**config.mk**
```make
export PLATFORM = sky130hd
export DESIGN_NAME = dma_width_divider_finder_top
export DESIGN_NICKNAME = d
export VERILOG_FILES = /design/src/rtl/dwdf_pkg.sv /design/src/rtl/dwdf_mod.sv /design/src/rtl/dwdf_dp.sv /design/src/rtl/dwdf_ctrl.sv /design/src/rtl/dma_width_divider_finder_top.sv
export SDC_FILE = /design/constraint.sdc
export NUM_CORES = 1
export LEC_CHECK = 0
export ABC_AREA = 1
export BUFFER_PORTS_ARGS = -buffer_cell sky130_fd_sc_hd__buf_2
export CORE_MARGIN = 3
export CORE_UTILIZATION = 60
export DETAILED_ROUTE_END_ITERATION = 6
export HOLD_SLACK_MARGIN = 0.12
export PLACE_DENSITY = 0.78
export REMOVE_ABC_BUFFERS = 1
export SLEW_MARGIN = 10
export SYNTH_ARGS = -nofsm -noshare
export SYNTH_HDL_FRONTEND = slang
export SYNTH_SLANG_ARGS = --single-unit
```
**constraint.sdc**
```tcl
create_clock -name clk_i -period 8.77 [get_ports clk_i]
set_input_delay 0 -clock clk_i [delete_from_list [all_inputs] [get_ports clk_i]]
set_output_delay 0 -clock clk_i [all_outputs]
set_load 0.02 [all_outputs]
```
**src/rtl/dwdf_pkg.sv**
```systemverilog
// ----------------------------------------------------------------------------
// dwdf_pkg
// Shared types and constants for the DMA width divider finder.
// ----------------------------------------------------------------------------
package dwdf_pkg;

  localparam int unsigned LengthBitsDef = 32;
  localparam int unsigned FieldW        = 32;
  localparam int unsigned DividerW      = 16;
  localparam int unsigned StatusW       = 2;
  localparam logic [FieldW-1:0] DefaultUnit = 32'd16;

  typedef enum logic [StatusW-1:0] {
    StOk         = 2'd0,
    StZero       = 2'd1,
    StMisaligned = 2'd2
  } status_e;

  typedef struct packed {
    logic    load;
    logic    mod_start;
    logic    mod_sel_w;
    logic    sqrt_init;
    logic    sqrt_step;
    logic    w_from_root;
    logic    w_dec;
    logic    res_load;
    status_e res_status;
  } cmd_t;

  typedef struct packed {
    logic len_zero;
    logic mod_done;
    logic rem_zero;
    logic sqrt_last;
  } sts_t;

endpackage

```
**src/rtl/dwdf_mod.sv**
```systemverilog
// ----------------------------------------------------------------------------
// dwdf_mod
// Iterative restoring remainder unit, one dividend bit per cycle.
// ----------------------------------------------------------------------------
module dwdf_mod #(
  parameter int unsigned LEN_W = dwdf_pkg::LengthBitsDef
) (
  input  logic                        clk_i,
  input  logic                        rst_ni,
  input  logic                        start_i,
  input  logic [LEN_W-1:0]            dividend_i,
  input  logic [dwdf_pkg::FieldW-1:0] divisor_i,
  output logic                        done_o,
  output logic                        rem_zero_o
);
  import dwdf_pkg::*;

  localparam int unsigned CntW = $clog2(LEN_W + 1);
  localparam int unsigned CmpW = FieldW + 1;

  logic            busy_q;
  logic            done_q;
  logic [CntW-1:0] cnt_q;
  logic [LEN_W-1:0]  rem_q, rem_d;
  logic [LEN_W-1:0]  dvd_q;
  logic [FieldW-1:0] dvs_q;

  logic [LEN_W:0]  shifted;
  logic [CmpW-1:0] shifted_ext;
  logic [CmpW-1:0] divisor_ext;
  logic [CmpW-1:0] diff;

  always_comb begin
    shifted     = {rem_q, dvd_q[LEN_W-1]};
    shifted_ext = CmpW'(shifted);
    divisor_ext = {1'b0, dvs_q};
    diff        = shifted_ext - divisor_ext;
    if (shifted_ext >= divisor_ext) begin
      rem_d = diff[LEN_W-1:0];
    end else begin
      rem_d = shifted[LEN_W-1:0];
    end
  end

  always_ff @(posedge clk_i or negedge rst_ni) begin
    if (!rst_ni) begin
      busy_q <= 1'b0;
      done_q <= 1'b0;
      cnt_q  <= '0;
    end else begin
      done_q <= 1'b0;
      if (start_i) begin
        busy_q <= 1'b1;
        cnt_q  <= CntW'(LEN_W);
      end else if (busy_q) begin
        cnt_q <= cnt_q - CntW'(1);
        if (cnt_q == CntW'(1)) begin
          busy_q <= 1'b0;
          done_q <= 1'b1;
        end
      end
    end
  end

  always_ff @(posedge clk_i) begin
    if (start_i) begin
      rem_q <= '0;
      dvd_q <= dividend_i;
      dvs_q <= divisor_i;
    end else if (busy_q) begin
      rem_q <= rem_d;
      dvd_q <= {dvd_q[LEN_W-2:0], 1'b0};
    end
  end

  assign done_o     = done_q;
  assign rem_zero_o = (rem_q == '0);

endmodule

```
**src/rtl/dwdf_dp.sv**
```systemverilog
// ----------------------------------------------------------------------------
// dwdf_dp
// Datapath: operand capture, bitwise square root, divisor search, result.
// ----------------------------------------------------------------------------
module dwdf_dp #(
  parameter int unsigned LEN_W = dwdf_pkg::LengthBitsDef
) (
  input  logic                          clk_i,
  input  logic                          rst_ni,
  input  dwdf_pkg::cmd_t                cmd_i,
  input  logic [dwdf_pkg::FieldW-1:0]   length_i,
  input  logic [dwdf_pkg::FieldW-1:0]   unit_size_i,
  output dwdf_pkg::sts_t                sts_o,
  output logic [dwdf_pkg::DividerW-1:0] divider_o,
  output logic [dwdf_pkg::StatusW-1:0]  status_o
);
  import dwdf_pkg::*;

  localparam int unsigned RootW  = (LEN_W + 1) / 2;
  localparam int unsigned TopBit = ((LEN_W - 1) / 2) * 2;

  logic [LEN_W-1:0]    len_q;
  logic [FieldW-1:0]   unit_q;
  logic [LEN_W-1:0]    srem_q;
  logic [LEN_W-1:0]    sacc_q;
  logic [LEN_W-1:0]    probe_q;
  logic [RootW-1:0]    w_q;
  logic [DividerW-1:0] div_q;
  logic [StatusW-1:0]  st_q;

  logic [LEN_W:0]    trial;
  logic              take;
  logic [FieldW-1:0] mod_divisor;
  logic              mod_done;
  logic              mod_rem_zero;

  always_comb begin
    trial = {1'b0, sacc_q} + {1'b0, probe_q};
    take  = ({1'b0, srem_q} >= trial);
    if (cmd_i.mod_sel_w) begin
      mod_divisor = FieldW'(w_q);
    end else begin
      mod_divisor = unit_q;
    end
  end

  always_ff @(posedge clk_i) begin
    if (cmd_i.load) begin
      len_q <= length_i[LEN_W-1:0];
      if (unit_size_i == '0) begin
        unit_q <= DefaultUnit;
      end else begin
        unit_q <= unit_size_i;
      end
    end
    if (cmd_i.sqrt_init) begin
      srem_q  <= len_q;
      sacc_q  <= '0;
      probe_q <= LEN_W'(1) << TopBit;
    end else if (cmd_i.sqrt_step) begin
      if (take) begin
        srem_q <= srem_q - trial[LEN_W-1:0];
        sacc_q <= (sacc_q >> 1) + probe_q;
      end else begin
        sacc_q <= sacc_q >> 1;
      end
      probe_q <= probe_q >> 2;
    end
    if (cmd_i.w_from_root) begin
      w_q <= sacc_q[RootW-1:0];
    end else if (cmd_i.w_dec) begin
      w_q <= w_q - RootW'(1);
    end
    if (cmd_i.res_load) begin
      st_q <= cmd_i.res_status;
      if (cmd_i.res_status == StOk) begin
        div_q <= DividerW'(w_q);
      end else begin
        div_q <= '0;
      end
    end
  end

  dwdf_mod #(
    .LEN_W(LEN_W)
  ) u_mod (
    .clk_i      (clk_i),
    .rst_ni     (rst_ni),
    .start_i    (cmd_i.mod_start),
    .dividend_i (len_q),
    .divisor_i  (mod_divisor),
    .done_o     (mod_done),
    .rem_zero_o (mod_rem_zero)
  );

  assign sts_o.len_zero  = (len_q == '0);
  assign sts_o.mod_done  = mod_done;
  assign sts_o.rem_zero  = mod_rem_zero;
  assign sts_o.sqrt_last = probe_q[0];
  assign divider_o       = div_q;
  assign status_o        = st_q;

endmodule

```
**src/rtl/dwdf_ctrl.sv**
```systemverilog
// ----------------------------------------------------------------------------
// dwdf_ctrl
// Controller: sequences checks, root, divisor search and result handoff.
// ----------------------------------------------------------------------------
module dwdf_ctrl (
  input  logic           clk_i,
  input  logic           rst_ni,
  input  logic           s_tvalid_i,
  output logic           s_tready_o,
  output logic           m_tvalid_o,
  input  logic           m_tready_i,
  input  dwdf_pkg::sts_t sts_i,
  output dwdf_pkg::cmd_t cmd_o
);
  import dwdf_pkg::*;

  typedef enum logic [2:0] {
    SIdle,
    SCheck,
    SModUnit,
    SSqrt,
    SRootLoad,
    STry,
    SModW,
    SFinish
  } state_e;

  state_e  state_q, state_d;
  status_e st_q, st_d;
  logic    m_tvalid_q, m_tvalid_d;
  logic    out_free;

  assign out_free   = !m_tvalid_q || m_tready_i;
  assign s_tready_o = (state_q == SIdle);
  assign m_tvalid_o = m_tvalid_q;

  always_comb begin
    state_d    = state_q;
    st_d       = st_q;
    m_tvalid_d = m_tvalid_q && !m_tready_i;
    cmd_o      = '0;
    cmd_o.res_status = st_q;
    unique case (state_q)
      SIdle: begin
        if (s_tvalid_i) begin
          cmd_o.load = 1'b1;
          state_d    = SCheck;
        end
      end
      SCheck: begin
        if (sts_i.len_zero) begin
          st_d    = StZero;
          state_d = SFinish;
        end else begin
          cmd_o.mod_start = 1'b1;
          state_d         = SModUnit;
        end
      end
      SModUnit: begin
        if (sts_i.mod_done) begin
          if (sts_i.rem_zero) begin
            cmd_o.sqrt_init = 1'b1;
            state_d         = SSqrt;
          end else begin
            st_d    = StMisaligned;
            state_d = SFinish;
          end
        end
      end
      SSqrt: begin
        cmd_o.sqrt_step = 1'b1;
        if (sts_i.sqrt_last) begin
          state_d = SRootLoad;
        end
      end
      SRootLoad: begin
        cmd_o.w_from_root = 1'b1;
        state_d           = STry;
      end
      STry: begin
        cmd_o.mod_start = 1'b1;
        cmd_o.mod_sel_w = 1'b1;
        state_d         = SModW;
      end
      SModW: begin
        cmd_o.mod_sel_w = 1'b1;
        if (sts_i.mod_done) begin
          if (sts_i.rem_zero) begin
            st_d    = StOk;
            state_d = SFinish;
          end else begin
            cmd_o.w_dec = 1'b1;
            state_d     = STry;
          end
        end
      end
      SFinish: begin
        if (out_free) begin
          cmd_o.res_load = 1'b1;
          m_tvalid_d     = 1'b1;
          state_d        = SIdle;
        end
      end
      default: begin
        state_d = SIdle;
      end
    endcase
  end

  always_ff @(posedge clk_i or negedge rst_ni) begin
    if (!rst_ni) begin
      state_q    <= SIdle;
      st_q       <= StOk;
      m_tvalid_q <= 1'b0;
    end else begin
      state_q    <= state_d;
      st_q       <= st_d;
      m_tvalid_q <= m_tvalid_d;
    end
  end

endmodule

```
**src/rtl/dma_width_divider_finder_top.sv**
```systemverilog
// ----------------------------------------------------------------------------
// dma_width_divider_finder_top
// Finds the largest divisor of a DMA length not above its integer root.
// ----------------------------------------------------------------------------
// Sequence: a zero length is flagged; else the bit-serial remainder unit
//   checks the length against the unit size and flags a misalignment; else
//   the integer root is taken and divisors are tried downward on that unit.
// Throughput: one transaction at a time; the next is taken once the result
//   is in the output register. Reset clears all control state at once.
module dma_width_divider_finder_top #(
  parameter int unsigned LENGTH_BITS = dwdf_pkg::LengthBitsDef
) (
  input  logic        clk_i,
  input  logic        rst_ni,
  input  logic        s_axis_tvalid_i,
  output logic        s_axis_tready_o,
  input  logic [63:0] s_axis_tdata_i,  // length[31:0], unit_size[63:32]
  output logic        m_axis_tvalid_o,
  input  logic        m_axis_tready_i,
  output logic [23:0] m_axis_tdata_o   // divider[15:0], status[17:16], zero
);
  import dwdf_pkg::*;

  localparam int unsigned LenW = (LENGTH_BITS > FieldW) ? FieldW : LENGTH_BITS;

  cmd_t                cmd;
  sts_t                sts;
  logic [DividerW-1:0] divider;
  logic [StatusW-1:0]  status;

  dwdf_ctrl u_ctrl (
    .clk_i      (clk_i),
    .rst_ni     (rst_ni),
    .s_tvalid_i (s_axis_tvalid_i),
    .s_tready_o (s_axis_tready_o),
    .m_tvalid_o (m_axis_tvalid_o),
    .m_tready_i (m_axis_tready_i),
    .sts_i      (sts),
    .cmd_o      (cmd)
  );

  dwdf_dp #(
    .LEN_W(LenW)
  ) u_dp (
    .clk_i       (clk_i),
    .rst_ni      (rst_ni),
    .cmd_i       (cmd),
    .length_i    (s_axis_tdata_i[31:0]),
    .unit_size_i (s_axis_tdata_i[63:32]),
    .sts_o       (sts),
    .divider_o   (divider),
    .status_o    (status)
  );

  assign m_axis_tdata_o = {6'b0, status, divider};

endmodule

```
==> Word level (Yosys, flattened, before mapping) <==
Cells that the tools add are included.
Widths: inputs -> output; s select.
{ "word_totals": {"ff_bits": 288, "latch_bits": 0, "ram_bits": 0, "mem_bits_ro": 0, "out_inout_bits": 26, "word_cells": 110, "mem_count": 0} }
{ "op_classes": {"addsub": 6, "n_mul": 0, "n_div": 0, "order_cmp": 2, "eq_ne": 16, "shift": 0, "muxes": 50, "bitwise": 0, "reduce_logical": 18} }
{ "ops": {"columns": ["op", "count"], "rows": [
  ["$mux 32", 7],
  ["$logic_not 32->1", 3],
  ["$sub 32x32->32", 2],
  ["$mux 16", 3],
  ["$add 32x31->33", 1],
  ["$ge 32x33->1", 1],
  ["$ge 33x32->1", 1],
  ["$add 31x31->32", 1],
  ["$pmux 3 s8", 1],
  ["$mux 1", 22],
  ["$mux 3", 7],
  ["$sub 16x1->16 const B", 1],
  ["$eq 3x3->1 const B", 4],
  ["$mux 2", 6],
  ["$mux 6", 2],
  ["$ne 2x1->1 const B", 5],
  ["$reduce_bool 2->1", 4],
  ["$eq 3x2->1 const B", 2],
  ["$eq 6x1->1 const B", 1],
  ["$ne 2x2->1 const B", 3],
  ["$pmux 2 s3", 1],
  ["$reduce_and 6->1", 1],
  ["$sub 6x1->6 const B", 1],
  ["$reduce_and 5->1", 1],
  ["10 further kinds", 11]
]} }

==> Depth between registers and ports, before layout <==
{ "logic_depth": {"depth_word": 6, "ltp_mapped": 27} }

==> Modules after synthesis <==
A second synthesis with hierarchy kept.
{ "unflattened": {"hier_cells": 2705, "area_unflattened_um2": 19577.5} }
{ "modules_own_cells": {"columns": ["module", "instances", "cells_per_inst", "area_per_inst_um2", "seq_area_each_um2"], "rows": [
  ["dwdf_dp", 1, 1629, 12129.1, 4864.7],
  ["dwdf_mod", 1, 989, 6907.9, 2762.6],
  ["dwdf_ctrl", 1, 80, 491.7, 150.1],
  ["dma_width_divider_finder_top", 1, 7, 48.8, 0.0]
]} }

==> Worst setup path after synthesis <==
Ideal clock, no wire load.
{ "synth_timing": {"path_type": "reg-to-reg", "from": "reg u_dp.probe_q[0]", "to": "reg u_dp.srem_q[0] (enable)", "t_arrival_ns": 3.975, "slack_ns": 4.406, "path_stages_with_launch": 24, "period_less_slack_ns": 4.364, "cell_sequence": "dfxtp_1 ha_1 ha_1 nand3_1 nand2_1 nand3_1 nand2_1 a21oi_1 o21ai_0 a21boi_0 o21ai_0 xnor2_1 ha_1 nand2_1 nor2_1 nand2_1 nor2_1 a21oi_1 nor2_2 nor2_8 nand2_4 buf_6 nand2_1 nand2_1"} }
{ "synth_via": {"elab_chain_len": 4} }
{ "synth_rtl": {"columns": ["item", "line", "text"], "rows": [
  ["from (decl)", "dwdf_dp.sv:26", "logic [LEN_W-1:0] probe_q;"],
  ["from (signal assigned)", "dwdf_dp.sv:59", "probe_q <= LEN_W'(1) << TopBit;"],
  ["from (signal assigned)", "dwdf_dp.sv:67", "probe_q <= probe_q >> 2;"],
  ["$add 32x31->33", "dwdf_dp.sv:38", "trial = {1'b0, sacc_q} + {1'b0, probe_q};"],
  ["$ge 32x33->1", "dwdf_dp.sv:39", "take = ({1'b0, srem_q} >= trial);"],
  ["$reduce_bool 2->1 (no line)", null, null],
  ["$reduce_and 2->1 (no line)", null, null],
  ["to (signal assigned)", "dwdf_dp.sv:57", "srem_q <= len_q;"],
  ["to (signal assigned)", "dwdf_dp.sv:62", "srem_q <= srem_q - trial[LEN_W-1:0];"],
  ["to (decl)", "dwdf_dp.sv:24", "logic [LEN_W-1:0] srem_q;"]
]} }
No other way between the ends.
A chain may end at the register's enable or synchronous reset.

==> Final worst setup path <==
{ "layout_timing": {"from": "reg u_dp.sacc_q[2]", "to": "reg u_dp.srem_q[2] (enable)"} }
{ "layout_via": {"elab_chain_len": 4} }
{ "layout_rtl": {"columns": ["item", "line", "text"], "rows": [
  ["from (decl)", "dwdf_dp.sv:25", "logic [LEN_W-1:0] sacc_q;"],
  ["from (signal assigned)", "dwdf_dp.sv:63", "sacc_q <= (sacc_q >> 1) + probe_q;"],
  ["from (signal assigned)", "dwdf_dp.sv:65", "sacc_q <= sacc_q >> 1;"],
  ["$add 32x31->33", "dwdf_dp.sv:38", null],
  ["$ge 32x33->1", "dwdf_dp.sv:39", null],
  ["$reduce_bool 2->1 (no line)", null, null],
  ["$reduce_and 2->1 (no line)", null, null]
]} }
No other way between the ends.

==> summary.md <==
| Metric | Value |
|---|---|
| Internal cell power | 4.50 mW |
| Slowest cell on the critical path | nand3_2 |
| Met1 usage | 37.3% |
| WL final | 52,200 µm |
| Setup crit end kind | register |
| Post-Layout Inst Area | 21,200 µm² |
| Met3 GRT Util | 3.21% |
| Comb pwr share | 54.9% |
| Final Power | 8.48 mW |
| Crit-path most repeated cell | nand2_1 |
| Total number of yosys warnings | 0 |
| Setup_tns | 0 ns |
| Layout cells sized above 1 | 7.31% |
| Fin crit period | 5.62 ns |
| Synth unique cells | 53 |
| Flop pwr share | 29.4% |
| Hold Violations, Final | 0 |
| PwrDens | between 400 and 500 nW/µm² |
| Met2 Track Usage GR | 57.1% |
| Inserted Clock Buffers | 31 |
| ANT nets after route | 0 |
| Io pins | 94 |
| Crit start category | register |
| Fin crit share | 64.1% |
| Most common cell after layout, fill and taps aside | nand2_1 |
| GRT overflow | 0 |
| Vias in the first global route | 16,600 |
| CTS tree | built |
| Worst EP required | 8.98 ns |
| Die Wd | 184 µm |
| Commonest non-fill, non-tap cells in the layout | 611 x nand2_1, 337 x inv_1, 221 x nand3_1 |
| Total die area | 33,700 µm² |
| Arrival @ worst endpoint | 5.83 ns |
| Fmax | 178 MHz |
| Worst skew pair latency | 0.57 ns |
| Busiest grt layer | met2 |
| Clock power share | between 15 and 20% |
| MaxCap Viol Count | 0 |
| Max H-tree Level | 1 |
| Fillers | 2,575 |
| # nets final | 2,774 |
| Cell count after placement | approximately 2,900 |
| Reg2reg end | u_dp.srem_q[2] |
| Tot GR Track Use | approximately 31% |
| Antenna cells | 0 |
| Vias/cell | 5.65 |
| Pin slew with the least headroom to its limit | 1.09 ns |
| Sw Ratio | 46.9% |
| Post-cts resize count | 0 |
| Final setup fails | 0 |
| Hold path cells | 2 |
| Initial DRC count | 1,481 |
| Root buffer cell | clkbuf_16 |
| Slowest stage delay, CP | 0.65 ns |
| Initial antenna violation count | 0 |
| Slew Viols, Final | 0 |
| RSZ-0062 raised after global routing | no |
| Row cnt | 64 |
| Crit Path Max Fanout | 33 |
| Final Core Density | 68.7% |
| Leakage power | about 9.7 nW |
| Max Root-Sink Buffers | 3 |
| Final HPWL DP | approximately 38,000 µm |
| Die Ht | 184 µm |
| Max VDD drop | 317 µV |
| Crit Path Category | register to register |
| Drt drc | 0 |
| NetSw | about 4.0 mW |
| Seq/Total Area, Yosys | 41.1% |
| Worst r2r src | u_dp.sacc_q[2] |
| Type of the tightest min-delay check | input port to register |
| Worst R2R Setup Slack | about 3.1 ns |
| Via count | 17,100 |
| WHS Endpoint | u_dp.len_q[1] |
| Status | complete, no violations |
| PortBufs | 87 |
| Detailed Routing Iterations Pass 1 | 7 |
| First-pass GRT wire length | 84,500 µm |
| Post-CTS Setup Inserts | 0 |
| Post-Syn Area | ~19,000 µm² |
| Syn Area/Cell | 7.55 µm² |
| Pin count of the biggest net entering global routing | 64 |
| FF+latch count, synth | 288 |
| Clock slew at reported path FFs | 0.06 ns |
| Global placer's final weighted congestion | 0.949 |
| Syn Inst Count | 2,507 |
| Initial Utilization | between 60% and 70% |
| Normalized max-slew margin | a little over a quarter |
| DP Area | between 15,000 and 20,000 µm² |
| Critical-path cell list | ha_1 -> nand3_1 -> nand2_1 -> nand3_1 -> nand2_1 -> nand2_1 -> nand2_1 -> a21oi_1 -> o21ai_0 -> a21oi_1 -> xor2_1 -> ha_1 -> nand2_1 -> nor2_1 -> nand2_1 -> nor2_1 -> nand2_1 -> nand3_1 -> nand3_2 -> nand2_4 -> nand2_1 -> nand2_1 -> buf_4 |
| Clock Skews | ~0.015 ns |
| Core ar. | 30,800 µm² |
| Worst r2r path cells | 23 |
| DR WL/cell | 17.3 µm |
| CTS Sinks | between 200 and 300 |
| Hold path startpoint | s_axis_tdata_i[1] |
| Final Non-Filler Cells | 3,023 |
| Synth-to-Final Area Change | 11.9% |
==> state kept, by name, summed over array words and instances (netlist names), 32 cells and up <==
signal	count
u_dp.unit_q	32
u_dp.len_q	32
u_dp.u_mod.dvs_q	32
u_dp.u_mod.rem_q	32
u_dp.u_mod.dvd_q	32
u_dp.sacc_q	32
u_dp.srem_q	32
==> power by group through the flow <==
stage	sequential, mW	combinational, mW	clock, mW
6_report	2.50	4.66	1.32
5_1_grt	2.55	5.26	1.39
4_1_cts	2.48	4.61	1.33
3_5_place_dp	2.50	4.55	0
3_3_place_gp	2.49	4.46	0
2_1_floorplan	2.41	3.42	0
==> layer usage <==
layer,part of all wire (%),up-vias
met5,0,-
met4,3.5,0
met3,5.2,127
met2,51,604
met1,40,7917
li1,-,8418
==> cell families after synthesis <==
| logic type | count (synthesis) | synth area share [%] |
|---|---|---|
| other cells | 1 | 0.0198 |
| simple gates | 1195 | 27.3 |
| buf+inv | 450 | 9.53 |
| xor+xnor | 98 | 4.54 |
| flops | 288 | 41.1 |
| fa+ha+maj | 103 | 6.89 |
| compound gates | 372 | 10.7 |
==> how the worst max path moves through the flow <==
stage | startpoint | slack [ns] | to
after floorplan | u_dp.probe_q[0] | 4.01 | u_dp.srem_q[0]
after global placement | u_dp.sacc_q[2] | 3.32 | u_dp.srem_q[8]
after detailed placement | u_dp.sacc_q[2] | 3.17 | u_dp.srem_q[3]
after CTS | u_dp.sacc_q[2] | 3.14 | u_dp.srem_q[3]
after global routing | u_dp.sacc_q[2] | 2.62 | u_dp.srem_q[5]
final | u_dp.sacc_q[2] | 3.15 | u_dp.srem_q[2]
==> area by class of cell <==
class	instances	area, µm²	share of cell area [%]
repair buffers	167	1210	5.70
multi-input cells	1774	9390	44.4
clock inverters	22	206	0.975
inverters	341	1280	6.05
well taps	396	495	2.34
flip-flops and latches	288	7780	36.7
clock buffers	35	811	3.83
==> timing repair <==
action | 4_1_cts | 5_1_grt
endpoints found under the hold margin | 98 | 0
hold buffers | 68 | 0
setup endpoints to repair | 0 | 0
==> synthesized netlist by cell type, drive strengths merged <==
cell type  count  share of area, %
a211oi         1             0.040
a21boi         6              0.24
a21o          11              0.44
a21oi        131               3.5
a221oi         2             0.093
a22oi          1             0.040
a31oi         14              0.46
a32oi          1             0.046
and2           3             0.099
buf           45               1.5
clkbuf        64               1.3
conb           1             0.020
dfrtp         14               1.9
dfxtp         80               8.5
edfxtp       194                31
fa             2              0.21
ha           101               6.7
inv          341               6.8
nand2        618                12
nand2b         1             0.033
nand3        222               5.9
nand3b        33               1.3
nand4         25              0.83
nor2         231               4.8
nor3          26              0.69
nor3b          1             0.040
nor4          23              0.79
o211a          1             0.053
o211ai         1             0.040
o21a           1             0.040
o21ai        178               4.7
o21bai        19              0.75
o221a          1             0.060
o22ai          3             0.099
o31ai          1             0.040
or2           12              0.40
xnor2         41               1.9
xor2          57               2.6
==> critical path, delay by kind of cell (launching register included) <==
| kind | cells | cell delay [ns] |
|---|---|---|
| buffers and inverters | 1 | 0.40 |
| AO/OA/AOI/OAI | 3 | 0.75 |
| adder cells (fa/ha/maj) | 2 | 0.70 |
| XOR/XNOR | 1 | 0.18 |
| flip-flops | 1 | 0.37 |
| AND/OR/NAND/NOR | 16 | 2.81 |
==> per-stage QoR <==
stage,hold slack (ns),setup WS (ns)
floorplan,-0.296,4.01
global placement,-0.0479,3.32
detailed placement,-0.0449,3.17
CTS,0.124,3.14
global route,0.138,2.62
finish,0.146,3.15
Note: power is estimated with default switching activity, not from simulation.
